<file path="config.mk">
export PLATFORM = sky130hd
export DESIGN_NAME = line_segment_window_clipper
export DESIGN_NICKNAME = d
export VERILOG_FILES = /design/src/hdl/lswc_pkg.sv /design/src/hdl/lswc_div.sv /design/src/hdl/line_segment_window_clipper.sv
export SDC_FILE = /design/constraint.sdc
export NUM_CORES = 2
export LEC_CHECK = 0
export CORE_ASPECT_RATIO = 1.25
export CORE_MARGIN = 1
export CORE_UTILIZATION = 40
export CTS_CLUSTER_DIAMETER = 80
export DETAILED_ROUTE_END_ITERATION = 8
export DONT_BUFFER_PORTS = 1
export HOLD_SLACK_MARGIN = 0.05
export SYNTH_ARGS = -nofsm -noshare
export SYNTH_HDL_FRONTEND = slang
export SYNTH_SLANG_ARGS = --single-unit
</file>
<file path="constraint.sdc">
create_clock -name clk -period 15.4 [get_ports clk]
set_input_delay 4.62 -clock clk [delete_from_list [all_inputs] [get_ports clk]]
set_output_delay 4.62 -clock clk [all_outputs]
set_load 0.02 [all_outputs]
</file>
<file path="src/hdl/lswc_pkg.sv">
package lswc_pkg;

    localparam int COORD_BITS = 16;
    localparam int MAX_MOVES  = 16;
    localparam int MOVE_BITS  = $clog2(MAX_MOVES + 1);

    // Interpolation widths: coordinate differences carry one extra bit,
    // and the exact product of two difference magnitudes twice that.
    localparam int DIFF_BITS = COORD_BITS + 1;
    localparam int PROD_BITS = 2 * DIFF_BITS;

    localparam logic [3:0] OC_LEFT  = 4'd1;
    localparam logic [3:0] OC_RIGHT = 4'd2;
    localparam logic [3:0] OC_BELOW = 4'd4;
    localparam logic [3:0] OC_ABOVE = 4'd8;
    localparam logic [3:0] OC_NONE  = 4'd0;

    localparam logic signed [COORD_BITS-1:0] WIN_MIN_X_RST = COORD_BITS'(0);
    localparam logic signed [COORD_BITS-1:0] WIN_MIN_Y_RST = COORD_BITS'(0);
    localparam logic signed [COORD_BITS-1:0] WIN_MAX_X_RST = COORD_BITS'(639);
    localparam logic signed [COORD_BITS-1:0] WIN_MAX_Y_RST = COORD_BITS'(479);

    typedef enum logic [1:0] {
        CFG_WIN_MIN_X = 2'd0,
        CFG_WIN_MIN_Y = 2'd1,
        CFG_WIN_MAX_X = 2'd2,
        CFG_WIN_MAX_Y = 2'd3
    } cfg_idx_t;

    typedef struct packed {
        logic signed [COORD_BITS-1:0] start_x;
        logic signed [COORD_BITS-1:0] start_y;
        logic signed [COORD_BITS-1:0] end_x;
        logic signed [COORD_BITS-1:0] end_y;
    } seg_t;

    typedef struct packed {
        logic                         visible;
        logic signed [COORD_BITS-1:0] clip_start_x;
        logic signed [COORD_BITS-1:0] clip_start_y;
        logic signed [COORD_BITS-1:0] clip_end_x;
        logic signed [COORD_BITS-1:0] clip_end_y;
    } clip_t;

    function automatic logic [3:0] outcode(
        input logic signed [COORD_BITS-1:0] x,
        input logic signed [COORD_BITS-1:0] y,
        input logic signed [COORD_BITS-1:0] min_x,
        input logic signed [COORD_BITS-1:0] min_y,
        input logic signed [COORD_BITS-1:0] max_x,
        input logic signed [COORD_BITS-1:0] max_y
    );
        logic [3:0] code;
        code = OC_NONE;
        if (x < min_x)
        begin
            code = code | OC_LEFT;
        end
        else if (x > max_x)
        begin
            code = code | OC_RIGHT;
        end
        if (y < min_y)
        begin
            code = code | OC_BELOW;
        end
        else if (y > max_y)
        begin
            code = code | OC_ABOVE;
        end
        return code;
    endfunction

endpackage

</file>
<file path="src/hdl/lswc_div.sv">
module lswc_div #(
    parameter int NUM_BITS = lswc_pkg::PROD_BITS,
    parameter int DEN_BITS = lswc_pkg::DIFF_BITS,
    parameter int Q_BITS   = lswc_pkg::COORD_BITS
) (
    input  logic                clk,
    input  logic                rst_n,
    input  logic                start,
    input  logic [NUM_BITS-1:0] dividend,
    input  logic [DEN_BITS-1:0] divisor,
    output logic                done,
    output logic [Q_BITS-1:0]   quotient
);
    import lswc_pkg::*;

    localparam int CNT_BITS = $clog2(NUM_BITS + 1);

    logic [DEN_BITS-1:0] rem_reg, rem_next;
    logic [NUM_BITS-1:0] num_reg, num_next;
    logic [DEN_BITS-1:0] den_reg, den_next;
    logic [CNT_BITS-1:0] cnt_reg, cnt_next;
    logic                busy_reg, busy_next;
    logic                done_reg, done_next;

    logic [DEN_BITS:0]   shifted;
    logic [DEN_BITS:0]   trial;
    logic                fits;

    // Restoring division: one quotient bit per cycle, shifted into the
    // bottom of the dividend register as the dividend bits leave the top.
    always_comb
    begin
        shifted = {rem_reg, num_reg[NUM_BITS-1]};
        trial   = shifted - {1'b0, den_reg};
        fits    = ~trial[DEN_BITS];

        rem_next  = rem_reg;
        num_next  = num_reg;
        den_next  = den_reg;
        cnt_next  = cnt_reg;
        busy_next = busy_reg;
        done_next = 1'b0;

        if (start)
        begin
            rem_next  = '0;
            num_next  = dividend;
            den_next  = divisor;
            cnt_next  = CNT_BITS'(NUM_BITS);
            busy_next = 1'b1;
        end
        else if (busy_reg)
        begin
            rem_next = fits ? trial[DEN_BITS-1:0] : shifted[DEN_BITS-1:0];
            num_next = {num_reg[NUM_BITS-2:0], fits};
            cnt_next = cnt_reg - CNT_BITS'(1);
            if (cnt_reg == CNT_BITS'(1))
            begin
                busy_next = 1'b0;
                done_next = 1'b1;
            end
        end
    end

    always_ff @(posedge clk or negedge rst_n)
    begin
        if (!rst_n)
        begin
            busy_reg <= 1'b0;
            done_reg <= 1'b0;
            cnt_reg  <= '0;
        end
        else
        begin
            busy_reg <= busy_next;
            done_reg <= done_next;
            cnt_reg  <= cnt_next;
        end
    end

    always_ff @(posedge clk)
    begin
        rem_reg <= rem_next;
        num_reg <= num_next;
        den_reg <= den_next;
    end

    assign done     = done_reg;
    assign quotient = num_reg[Q_BITS-1:0];

endmodule

</file>
<file path="src/hdl/line_segment_window_clipper.sv">
// Cohen-Sutherland clipper for one 2D segment against the window held in the
// four configuration registers (edges inclusive, reset 0..639 by 0..479).
// The result is offered after the boundary moves have been made
// (0 to 4 for ordinary segments, never more than 16). Each move is
// spent mostly in a shared restoring divider that produces one
// quotient bit per cycle over the 34-bit exact product.
// A new segment is taken once the previous one has reached the output
// register. Rejected segments come out with visible low and all endpoint
// coordinates zero; visible segments keep the endpoint order left by the
// exchanges made during clipping.
module line_segment_window_clipper (
    input  logic                        clk,
    input  logic                        rst_n,
    input  logic                        seg_valid,
    output logic                        seg_stall,
    input  lswc_pkg::seg_t              seg,
    output logic                        clip_valid,
    input  logic                        clip_stall,
    output lswc_pkg::clip_t             clip,
    input  logic                        cfg_valid,
    output logic                        cfg_ready,
    input  lswc_pkg::cfg_idx_t          cfg_index,
    input  logic [lswc_pkg::COORD_BITS-1:0] cfg_data
);
    import lswc_pkg::*;

    localparam int W = COORD_BITS;
    localparam int D = DIFF_BITS;
    localparam int P = PROD_BITS;

    typedef enum logic [6:0] {
        ST_IDLE  = 7'b0000001,
        ST_CHECK = 7'b0000010,
        ST_PREP  = 7'b0000100,
        ST_MAG   = 7'b0001000,
        ST_MUL   = 7'b0010000,
        ST_DIV   = 7'b0100000,
        ST_DONE  = 7'b1000000
    } state_t;

    state_t state_reg, state_next;

    logic signed [W-1:0] win_min_x_reg, win_min_y_reg, win_max_x_reg, win_max_y_reg;

    logic signed [W-1:0] ax_reg, ax_next, ay_reg, ay_next;
    logic signed [W-1:0] bx_reg, bx_next, by_reg, by_next;
    logic signed [W-1:0] edge_reg, edge_next;
    logic                xedge_reg, xedge_next;
    logic [MOVE_BITS-1:0] moves_reg, moves_next;
    logic                vis_reg, vis_next;

    logic signed [D-1:0] d0_reg, d0_next, dn_reg, dn_next, dd_reg, dd_next;
    logic [D-1:0]        mag_d0_reg, mag_d0_next, mag_dn_reg, mag_dn_next;
    logic [D-1:0]        mag_dd_reg, mag_dd_next;
    logic                neg_reg, neg_next;
    logic                ddz_reg, ddz_next;

    clip_t               clip_reg, clip_next;
    logic                clip_valid_reg, clip_valid_next;

    logic [3:0]          ca, cb, code;
    logic                swap;
    logic signed [W-1:0] a0, b0, a1, b1;
    logic                out_free;
    logic [P-1:0]        prod;
    logic                div_start;
    logic                div_done;
    logic [W-1:0]        div_q;
    logic [W-1:0]        q_eff;
    logic [W-1:0]        moved;

    lswc_div #(
        .NUM_BITS (P),
        .DEN_BITS (D),
        .Q_BITS   (W)
    ) u_div (
        .clk      (clk),
        .rst_n    (rst_n),
        .start    (div_start),
        .dividend (prod),
        .divisor  (mag_dd_reg),
        .done     (div_done),
        .quotient (div_q)
    );

    assign cfg_ready = 1'b1;

    always_ff @(posedge clk or negedge rst_n)
    begin
        if (!rst_n)
        begin
            win_min_x_reg <= WIN_MIN_X_RST;
            win_min_y_reg <= WIN_MIN_Y_RST;
            win_max_x_reg <= WIN_MAX_X_RST;
            win_max_y_reg <= WIN_MAX_Y_RST;
        end
        else if (cfg_valid && cfg_ready)
        begin
            case (cfg_index)
                CFG_WIN_MIN_X: win_min_x_reg <= cfg_data;
                CFG_WIN_MIN_Y: win_min_y_reg <= cfg_data;
                CFG_WIN_MAX_X: win_max_x_reg <= cfg_data;
                CFG_WIN_MAX_Y: win_max_y_reg <= cfg_data;
                default:       win_min_x_reg <= win_min_x_reg;
            endcase
        end
    end

    assign ca = outcode(ax_reg, ay_reg, win_min_x_reg, win_min_y_reg,
                        win_max_x_reg, win_max_y_reg);
    assign cb = outcode(bx_reg, by_reg, win_min_x_reg, win_min_y_reg,
                        win_max_x_reg, win_max_y_reg);
    assign swap = (ca == OC_NONE);
    assign code = swap ? cb : ca;

    // An x boundary interpolates y along x, a y boundary the other way round.
    assign a0 = xedge_reg ? ay_reg : ax_reg;
    assign b0 = xedge_reg ? by_reg : bx_reg;
    assign a1 = xedge_reg ? ax_reg : ay_reg;
    assign b1 = xedge_reg ? bx_reg : by_reg;

    assign prod      = mag_d0_reg * mag_dn_reg;
    assign div_start = (state_reg == ST_MUL);
    assign q_eff     = ddz_reg ? '0 : div_q;
    assign moved     = neg_reg ? (a0 - q_eff) : (a0 + q_eff);
    assign out_free  = !clip_valid_reg || !clip_stall;

    always_comb
    begin
        state_next      = state_reg;
        ax_next         = ax_reg;
        ay_next         = ay_reg;
        bx_next         = bx_reg;
        by_next         = by_reg;
        edge_next       = edge_reg;
        xedge_next      = xedge_reg;
        moves_next      = moves_reg;
        vis_next        = vis_reg;
        d0_next         = d0_reg;
        dn_next         = dn_reg;
        dd_next         = dd_reg;
        mag_d0_next     = mag_d0_reg;
        mag_dn_next     = mag_dn_reg;
        mag_dd_next     = mag_dd_reg;
        neg_next        = neg_reg;
        ddz_next        = ddz_reg;
        clip_next       = clip_reg;
        clip_valid_next = clip_valid_reg && clip_stall;

        case (state_reg)
            ST_IDLE:
            begin
                if (seg_valid)
                begin
                    ax_next    = seg.start_x;
                    ay_next    = seg.start_y;
                    bx_next    = seg.end_x;
                    by_next    = seg.end_y;
                    moves_next = '0;
                    state_next = ST_CHECK;
                end
            end
            ST_CHECK:
            begin
                if ((ca | cb) == OC_NONE)
                begin
                    vis_next   = 1'b1;
                    state_next = ST_DONE;
                end
                else if (((ca & cb) != OC_NONE) || (moves_reg == MOVE_BITS'(MAX_MOVES)))
                begin
                    vis_next   = 1'b0;
                    state_next = ST_DONE;
                end
                else
                begin
                    if (swap)
                    begin
                        ax_next = bx_reg;
                        ay_next = by_reg;
                        bx_next = ax_reg;
                        by_next = ay_reg;
                    end
                    if ((code & OC_LEFT) != OC_NONE)
                    begin
                        xedge_next = 1'b1;
                        edge_next  = win_min_x_reg;
                    end
                    else if ((code & OC_RIGHT) != OC_NONE)
                    begin
                        xedge_next = 1'b1;
                        edge_next  = win_max_x_reg;
                    end
                    else if ((code & OC_BELOW) != OC_NONE)
                    begin
                        xedge_next = 1'b0;
                        edge_next  = win_min_y_reg;
                    end
                    else
                    begin
                        xedge_next = 1'b0;
                        edge_next  = win_max_y_reg;
                    end
                    state_next = ST_PREP;
                end
            end
            ST_PREP:
            begin
                d0_next    = {b0[W-1], b0} - {a0[W-1], a0};
                dn_next    = {edge_reg[W-1], edge_reg} - {a1[W-1], a1};
                dd_next    = {b1[W-1], b1} - {a1[W-1], a1};
                state_next = ST_MAG;
            end
            ST_MAG:
            begin
                mag_d0_next = d0_reg[D-1] ? -d0_reg : d0_reg;
                mag_dn_next = dn_reg[D-1] ? -dn_reg : dn_reg;
                mag_dd_next = dd_reg[D-1] ? -dd_reg : dd_reg;
                neg_next    = d0_reg[D-1] ^ dn_reg[D-1] ^ dd_reg[D-1];
                ddz_next    = (dd_reg == '0);
                state_next  = ST_MUL;
            end
            ST_MUL:
            begin
                state_next = ST_DIV;
            end
            ST_DIV:
            begin
                if (div_done)
                begin
                    if (xedge_reg)
                    begin
                        ax_next = edge_reg;
                        ay_next = moved;
                    end
                    else
                    begin
                        ax_next = moved;
                        ay_next = edge_reg;
                    end
                    moves_next = moves_reg + MOVE_BITS'(1);
                    state_next = ST_CHECK;
                end
            end
            ST_DONE:
            begin
                if (out_free)
                begin
                    clip_next.visible      = vis_reg;
                    clip_next.clip_start_x = vis_reg ? ax_reg : '0;
                    clip_next.clip_start_y = vis_reg ? ay_reg : '0;
                    clip_next.clip_end_x   = vis_reg ? bx_reg : '0;
                    clip_next.clip_end_y   = vis_reg ? by_reg : '0;
                    clip_valid_next        = 1'b1;
                    state_next             = ST_IDLE;
                end
            end
            default:
            begin
                state_next = ST_IDLE;
            end
        endcase
    end

    always_ff @(posedge clk or negedge rst_n)
    begin
        if (!rst_n)
        begin
            state_reg      <= ST_IDLE;
            moves_reg      <= '0;
            clip_valid_reg <= 1'b0;
        end
        else
        begin
            state_reg      <= state_next;
            moves_reg      <= moves_next;
            clip_valid_reg <= clip_valid_next;
        end
    end

    always_ff @(posedge clk)
    begin
        ax_reg     <= ax_next;
        ay_reg     <= ay_next;
        bx_reg     <= bx_next;
        by_reg     <= by_next;
        edge_reg   <= edge_next;
        xedge_reg  <= xedge_next;
        vis_reg    <= vis_next;
        d0_reg     <= d0_next;
        dn_reg     <= dn_next;
        dd_reg     <= dd_next;
        mag_d0_reg <= mag_d0_next;
        mag_dn_reg <= mag_dn_next;
        mag_dd_reg <= mag_dd_next;
        neg_reg    <= neg_next;
        ddz_reg    <= ddz_next;
        clip_reg   <= clip_next;
    end

    assign seg_stall  = (state_reg != ST_IDLE);
    assign clip_valid = clip_valid_reg;
    assign clip       = clip_reg;

`ifndef SYNTH
    a_moves_bounded: assert property (@(posedge clk) disable iff (!rst_n)
        moves_reg <= MOVE_BITS'(MAX_MOVES))
        else $error("boundary move count exceeded its bound");

    a_reject_zero: assert property (@(posedge clk) disable iff (!rst_n)
        clip_valid && !clip.visible |-> clip.clip_start_x == '0 &&
        clip.clip_start_y == '0 && clip.clip_end_x == '0 && clip.clip_end_y == '0)
        else $error("rejected segment carries nonzero coordinates");

    a_accept_to_check: assert property (@(posedge clk) disable iff (!rst_n)
        seg_valid && !seg_stall |=> state_reg == ST_CHECK)
        else $error("accepted segment did not start its outcode check");

    a_div_done_in_div: assert property (@(posedge clk) disable iff (!rst_n)
        div_done |-> state_reg == ST_DIV)
        else $error("divider finished outside the divide wait");
`endif

endmodule
</file>
## Yosys cells after proc, flatten, opt, wreduce, memory -nomap -nowiden

Cells that the tools add are included.
Widths: inputs -> output; s select.

| word-level totals | value |
|---|---|
| flip-flop bits (word level) | 404 |
| input bits | 87 |
| output and inout port bits | 68 |
| logic and storage cells | 177 |

| operators by class | value |
|---|---|
| add/subtract/negate cells | 11 |
| multiply operators | 1 |
| $lt $le $gt $ge | 8 |
| eq/ne operators | 19 |
| muxes and demuxes | 69 |
| bitwise gates (word level) | 7 |
| reduce and logical (&&, ||, !) cells | 26 |

Operators by type and width:

| kind | count |
|---|---|
| $mux 16 | 32 |
| $pmux 16 s3 | 2 |
| $mux 34 | 2 |
| $gt 16x16->1 | 4 |
| $lt 16x16->1 | 4 |
| $pmux 16 s2 | 2 |
| $neg 17->17 | 3 |
| $sub 16x16->17 | 3 |
| $pmux 7 s7 | 1 |
| $mux 7 | 5 |
| $mul 17x17->34 | 1 |
| $sub 18x17->18 | 1 |
| $logic_not 17->1 | 1 |
| $mux 17 | 1 |
| $add 16x16->16 | 1 |
| $mux 4 | 4 |
| $sub 16x16->16 | 1 |
| $mux 6 | 2 |
| $reduce_and 2->1 | 6 |
| $mux 1 | 10 |
| $mux 5 | 2 |
| $ne 2x2->1 const B | 5 |
| $pmux 5 s2 | 1 |
| $reduce_and 3->1 | 3 |
| 31 further kinds | 44 |

## Depth between registers and ports, before layout

| logic depth | value |
|---|---|
| word-level depth | 11 |
| gate-level depth with buffers | 25 |

## Modules after synthesis

A second synthesis with hierarchy kept.

| unflattened totals | value |
|---|---|
| cells, all modules | 3408 |
| area, all modules | 34448.0 um2 |

By module, submodules not included:

| module | times used | cells each | area an instance (um2) | sequential area each (um2) |
|---|---|---|---|---|
| line_segment_window_clipper | 1 | 3038 | 30287.8 | 9485.3 |
| lswc_div | 1 | 370 | 4160.2 | 2072.0 |

## Worst setup path after synthesis

OpenSTA, ideal clock, no wires.

| path | value |
|---|---|
| path kind | input -> register |
| from | input clip_stall |
| to | register clip_reg (netlist bit clip[0]) (enable) |
| library setup time | 0.510 ns |
| arrival time | 7.713 ns |
| data required time | 14.890 ns |
| slack | 7.178 ns |
| stages | 1 |
| cells stage by stage | a21oi_1 |

| between the ends | value |
|---|---|
| word-level cells in the longest chain between the ends | 3 |

RTL lines:

| item | RTL line | source |
|---|---|---|
| from (decl) | line_segment_window_clipper.sv:18 | `input logic clip_stall,` |
| $logic_not 1->1 | line_segment_window_clipper.sv:126 | `assign out_free = !clip_valid_reg \|\| !clip_stall;` |
| $logic_or 1x1->1 | line_segment_window_clipper.sv:126 |  |
| $reduce_and 2->1 (no source line) | -- |  |
| to (signal assigned) | line_segment_window_clipper.sv:298 | `clip_reg <= clip_next;` |
| to (decl) | line_segment_window_clipper.sv:58 | `clip_t clip_reg, clip_next;` |

Every way passes these cells.
A chain may end at the register's enable or synchronous reset.

## Worst setup path in the final report

| path | value |
|---|---|
| from | register mag_dn_reg[10] |
| to | register u_div.num_reg[33], data pin |

| between the ends | value |
|---|---|
| word-level cells in the longest chain between the ends | 2 |

RTL lines:

| item | RTL line | source |
|---|---|---|
| from (decl) | line_segment_window_clipper.sv:53 | `logic [D-1:0] mag_d0_reg, mag_d0_next, mag_dn_reg, mag_dn_next;` |
| from (signal assigned) | line_segment_window_clipper.sv:294 | `mag_dn_reg <= mag_dn_next;` |
| $mul 17x17->34 | line_segment_window_clipper.sv:122 | `assign prod = mag_d0_reg * mag_dn_reg;` |
| $mux 34 | lswc_div.sv:44 | `if (start)` |
| net u_div.num_next[33] | lswc_div.sv:19 | `logic [NUM_BITS-1:0] num_reg, num_next;` |
| to (signal assigned) | lswc_div.sv:84 | `num_reg <= num_next;` |
| to (decl) | lswc_div.sv:19 |  |

The timed path passes the listed nets, and every way through them passes these cells.

==> results.cfg <==
[outcome]
status = finished, final reports clean

[logic_synthesis]
synth_xor_area_share_pct = 4.09
synth_cells = 3353
synth-compound-area-share_pct = 10.5
yosys.area_share.simple_pct = 14.3
ys_types = 89
ys_seq_area_share_pct = 34.4
ys_seq_elements = 404
synth.area.mux_share_pct = 4.99
ys_warn_count = 0
synth_area_sq_um = 33600
synth_flop_cell = edfxtp_1
yosys.area_share.adder_pct = 25.6
synth_top_family_by_area = adder cells
synthesis.nets = 3990
synth_edf_count = 302
synthArstFlopShare_pct = 21.0
syn_avg_cell_area_sq_um = 10.0

[setup_path]
crit_fanout = 17
crit_buf_inv = 5
critPathMaxStageDelay_ns = 0.75
path_cells = nand2_1 -> fa_1 -> inv_1 -> fa_1 -> inv_1 -> fa_1 -> inv_1 -> fa_1 -> fa_1 -> inv_1 -> fa_1 -> inv_1 -> ha_1 -> nand3_1 -> a211oi_1 -> nor2_1 -> o211ai_1 -> a21o_1 -> a31o_2 -> mux2i_1 -> nand2_1
cp_slowest_cell = edfxtp_1
worstSetupStartpointType = flip-flop
crit_top_cell = fa_1
critPathArrivalTime_ns = 7.22
path_class = reg -> reg
worstPathRequired_ns = 15.73
critPathTopFamily = adder cells
reg2reg_to = u_div.num_reg[33]
reg2reg_setup_slack_ns = 8.52
rr_worst_depth = 21
r2r-start = mag_dn_reg[10]
setup.worst_path.end_class = flip-flop

[finish]
drive_gt1_share_pct = 6.65
post-route-util_pct = 43.7
largest_register_ff_count = 65
areaGrowthSynthToFinish_pct = 7.75
nNetsFinal = 3942
fin_cells = 4427

[cts]
clk_pin_slew_ns = 0.06
ctsHoldBuffers = 0
post_cts_buffers = 0
cts.root.buffer_cell = clkbuf_16
clock_sinks = 404
cts_buffer_depth = 3
cts-htree-levels = 2
cts_buffers = 44
tritoncts = built
insertion_delay_ns = 0.60
cts.repair.resized = 0

[timing]
fin_skew_ns = 0.0321
finalMaxSlewViolations = 0
max_freq_mhz = 145
min_period_over_period_pct = 44.7
finalHoldViolations = 0
rsz0062_at_grt = false
worst_slew_pin_slew_ns = 1.15
setup_viol = 0
fin_setup_tns_ns = 0
fin_crit_ns = 6.88
slew_headroom_pct = 23.1

[routing]
via_per_inst = 5.42
avgRoutedWirePerCell_um = 21.0
finalWirelength_mm = 93.0
drc = 0
dr.first_iter.drc_count = 1398
firstDrtPassIters = 7
via_count = 24000
detail-route-antenna-nets = 0

[global_route]
grt_first_pass_wirelength_mm = 143
grt_max_degree = 86
grt_use_total_pct = 22.0
antenna_found_initial = 4
grt_pass1_vias = 24900
grt-ovfl-total = 0

[floorplanning]
coreArea_sq_um = 83000
start_util_pct = 40.5
rows = 118
die_h_um = 326
boundaryPins = 155
die_w_um = 261
die_area_sq_um = 85200

[placed_design]
port_buffers = 0
place_hpwl_mm = 73.5
gp_congestion = 0.945
dp_cells = 4339

[power]
peakVddDrop_mv = 0.121
switching_share_pct = 45.6
p_comb_share_pct = 56.9
power_density_nw_per_um2 = 201
clockPowerShare_pct = 15.3
pwr-share-seq_pct = 27.8
net-switching-power_mw = 3.33
p_leak_nw = 16.0
internal_power_mw = 3.97

[hold_path]
hold-path-cell-count = 0
hp-start = mag_dd_reg[15]
whs_endpoint = u_div.den_reg[15]
hp-class = reg -> reg

[flow_run]
maxCapViolCount = 0
cells by family after synthesis:
family	count (synthesis)
AND/OR/NAND/NOR	1000
flip-flops	404
XOR/XNOR	155
other	1
AO/OA/AOI/OAI	538
adder cells (fa/ha/maj)	550
buffers and inverters	547
multiplexers	158
how the worst max path moves through the flow:
stage | startpoint | to | slack [ns] | cells after the start
2_1_floorplan | clip_stall | clip[0] | 7.18 | 1
3_3_place_gp | mag_d0_reg[7] | u_div.num_reg[33] | 8.66 | 20
3_5_place_dp | mag_dn_reg[10] | u_div.num_reg[33] | 8.53 | 21
5_1_grt | mag_dn_reg[10] | u_div.num_reg[33] | 8.13 | 21
6_report | mag_dn_reg[10] | u_div.num_reg[33] | 8.52 | 21
4_1_cts | mag_dn_reg[10] | u_div.num_reg[33] | 8.53 | 21
layer usage:
metal	track usage [%]	vias to the layer above	share of wire, %
met5	0	-	0
met4	9.96	0	5.0
met3	3.06	209	4.3
met2	40.6	564	52
met1	24.8	11900	38
li1	-	11400	-
cell usage after synthesis, types with 12 or more instances:
master	number	area, sq um
and3_1	18	113
o221ai_1	18	158
clkbuf_1	102	383
mux2i_1	80	801
a21o_1	56	420
a31oi_1	14	87.6
dfrtp_1	68	1700
mux2_2	78	878
xor2_1	51	447
a211oi_1	14	105
o21ai_0	128	641
dfstp_2	17	447
nand2b_1	19	119
xnor2_1	103	902
fa_1	229	4580
dfxtp_1	17	340
ha_1	321	4020
o21a_1	15	113
nor3_1	38	190
nor2_1	127	477
a22oi_1	15	113
a222oi_1	12	120
nand2_1	444	1670
o21ai_1	23	115
nor2b_1	36	225
inv_1	431	1620
and2_1	194	1210
nand3_1	42	210
o31ai_1	21	158
a21oi_1	127	636
nand4_1	22	138
edfxtp_1	302	9070
cell usage in the layout (no fill, tap or decap), types with 10 or more instances in the layout:
master / n
dfrtp_1: 68
xor2_1: 51
nor3_1: 37
o31ai_1: 21
o21ai_1: 23
and3_1: 17
fa_1: 229
a21oi_1: 126
a211oi_1: 14
dfstp_2: 17
clkinv_2: 10
o21a_1: 15
nand2b_1: 18
mux2_2: 78
o31a_1: 10
xnor2_1: 103
and2_1: 194
o221ai_1: 18
dfxtp_1: 17
nand2_1: 444
buf_4: 20
nand3_1: 41
a222oi_1: 12
mux2i_1: 80
a22oi_1: 15
clkbuf_16: 47
nand4_1: 22
nor2_1: 125
a21o_1: 56
a31oi_1: 14
ha_1: 321
edfxtp_1: 302
clkbuf_1: 10
o21ai_0: 128
nor2b_1: 36
inv_1: 431
worst register-to-register path, stage by stage (launching register included):
cell and delay (ns):
edfxtp_1 0.75, nand2_1 0.17, fa_1 0.57, inv_1 0.05, fa_1 0.50, inv_1 0.06, fa_1 0.48, inv_1 0.06
fa_1 0.51, fa_1 0.55, inv_1 0.06, fa_1 0.53, inv_1 0.04, ha_1 0.36, nand3_1 0.10, a211oi_1 0.65
nor2_1 0.14, o211ai_1 0.44, a21o_1 0.22, a31o_2 0.17, mux2i_1 0.17, nand2_1 0.06
metrics by stage:
| step | power (mW) | hold slack (ns) | instance area (sq um) | worst slack (ns) |
|---|---|---|---|---|
| after floorplan | 4.95 | 0.400 | 33600 | 7.18 |
| final | 7.30 | 0.419 | 36200 | 8.52 |
| after global routing | 7.84 | 0.430 | 36200 | 8.13 |
| after detailed placement | 6.17 | 0.405 | 34700 | 8.53 |
| after global placement | 6.13 | 0.402 | 34700 | 8.66 |
| after CTS | 7.32 | 0.419 | 36200 | 8.53 |
final cells by class:
type | instances | area (sq um)
fillers | 8008 | 46700
multi-input cells | 2402 | 20000
flip-flops and latches | 404 | 11600
inverters | 433 | 1630
well taps | 1080 | 1350
clock buffers | 60 | 1250
clock inverters | 20 | 229
repair buffers | 20 | 150
diodes | 8 | 20.0
power by group through the flow:
stage / combinational, mW / clock, mW / sequential, mW
2_1_floorplan: 3.14 / 0 / 1.81
3_3_place_gp: 4.09 / 0 / 2.04
3_5_place_dp: 4.13 / 0 / 2.04
4_1_cts: 4.16 / 1.14 / 2.02
5_1_grt: 4.63 / 1.17 / 2.04
6_report: 4.16 / 1.11 / 2.03
No activity file was read; power rests on OpenSTA's default activity.
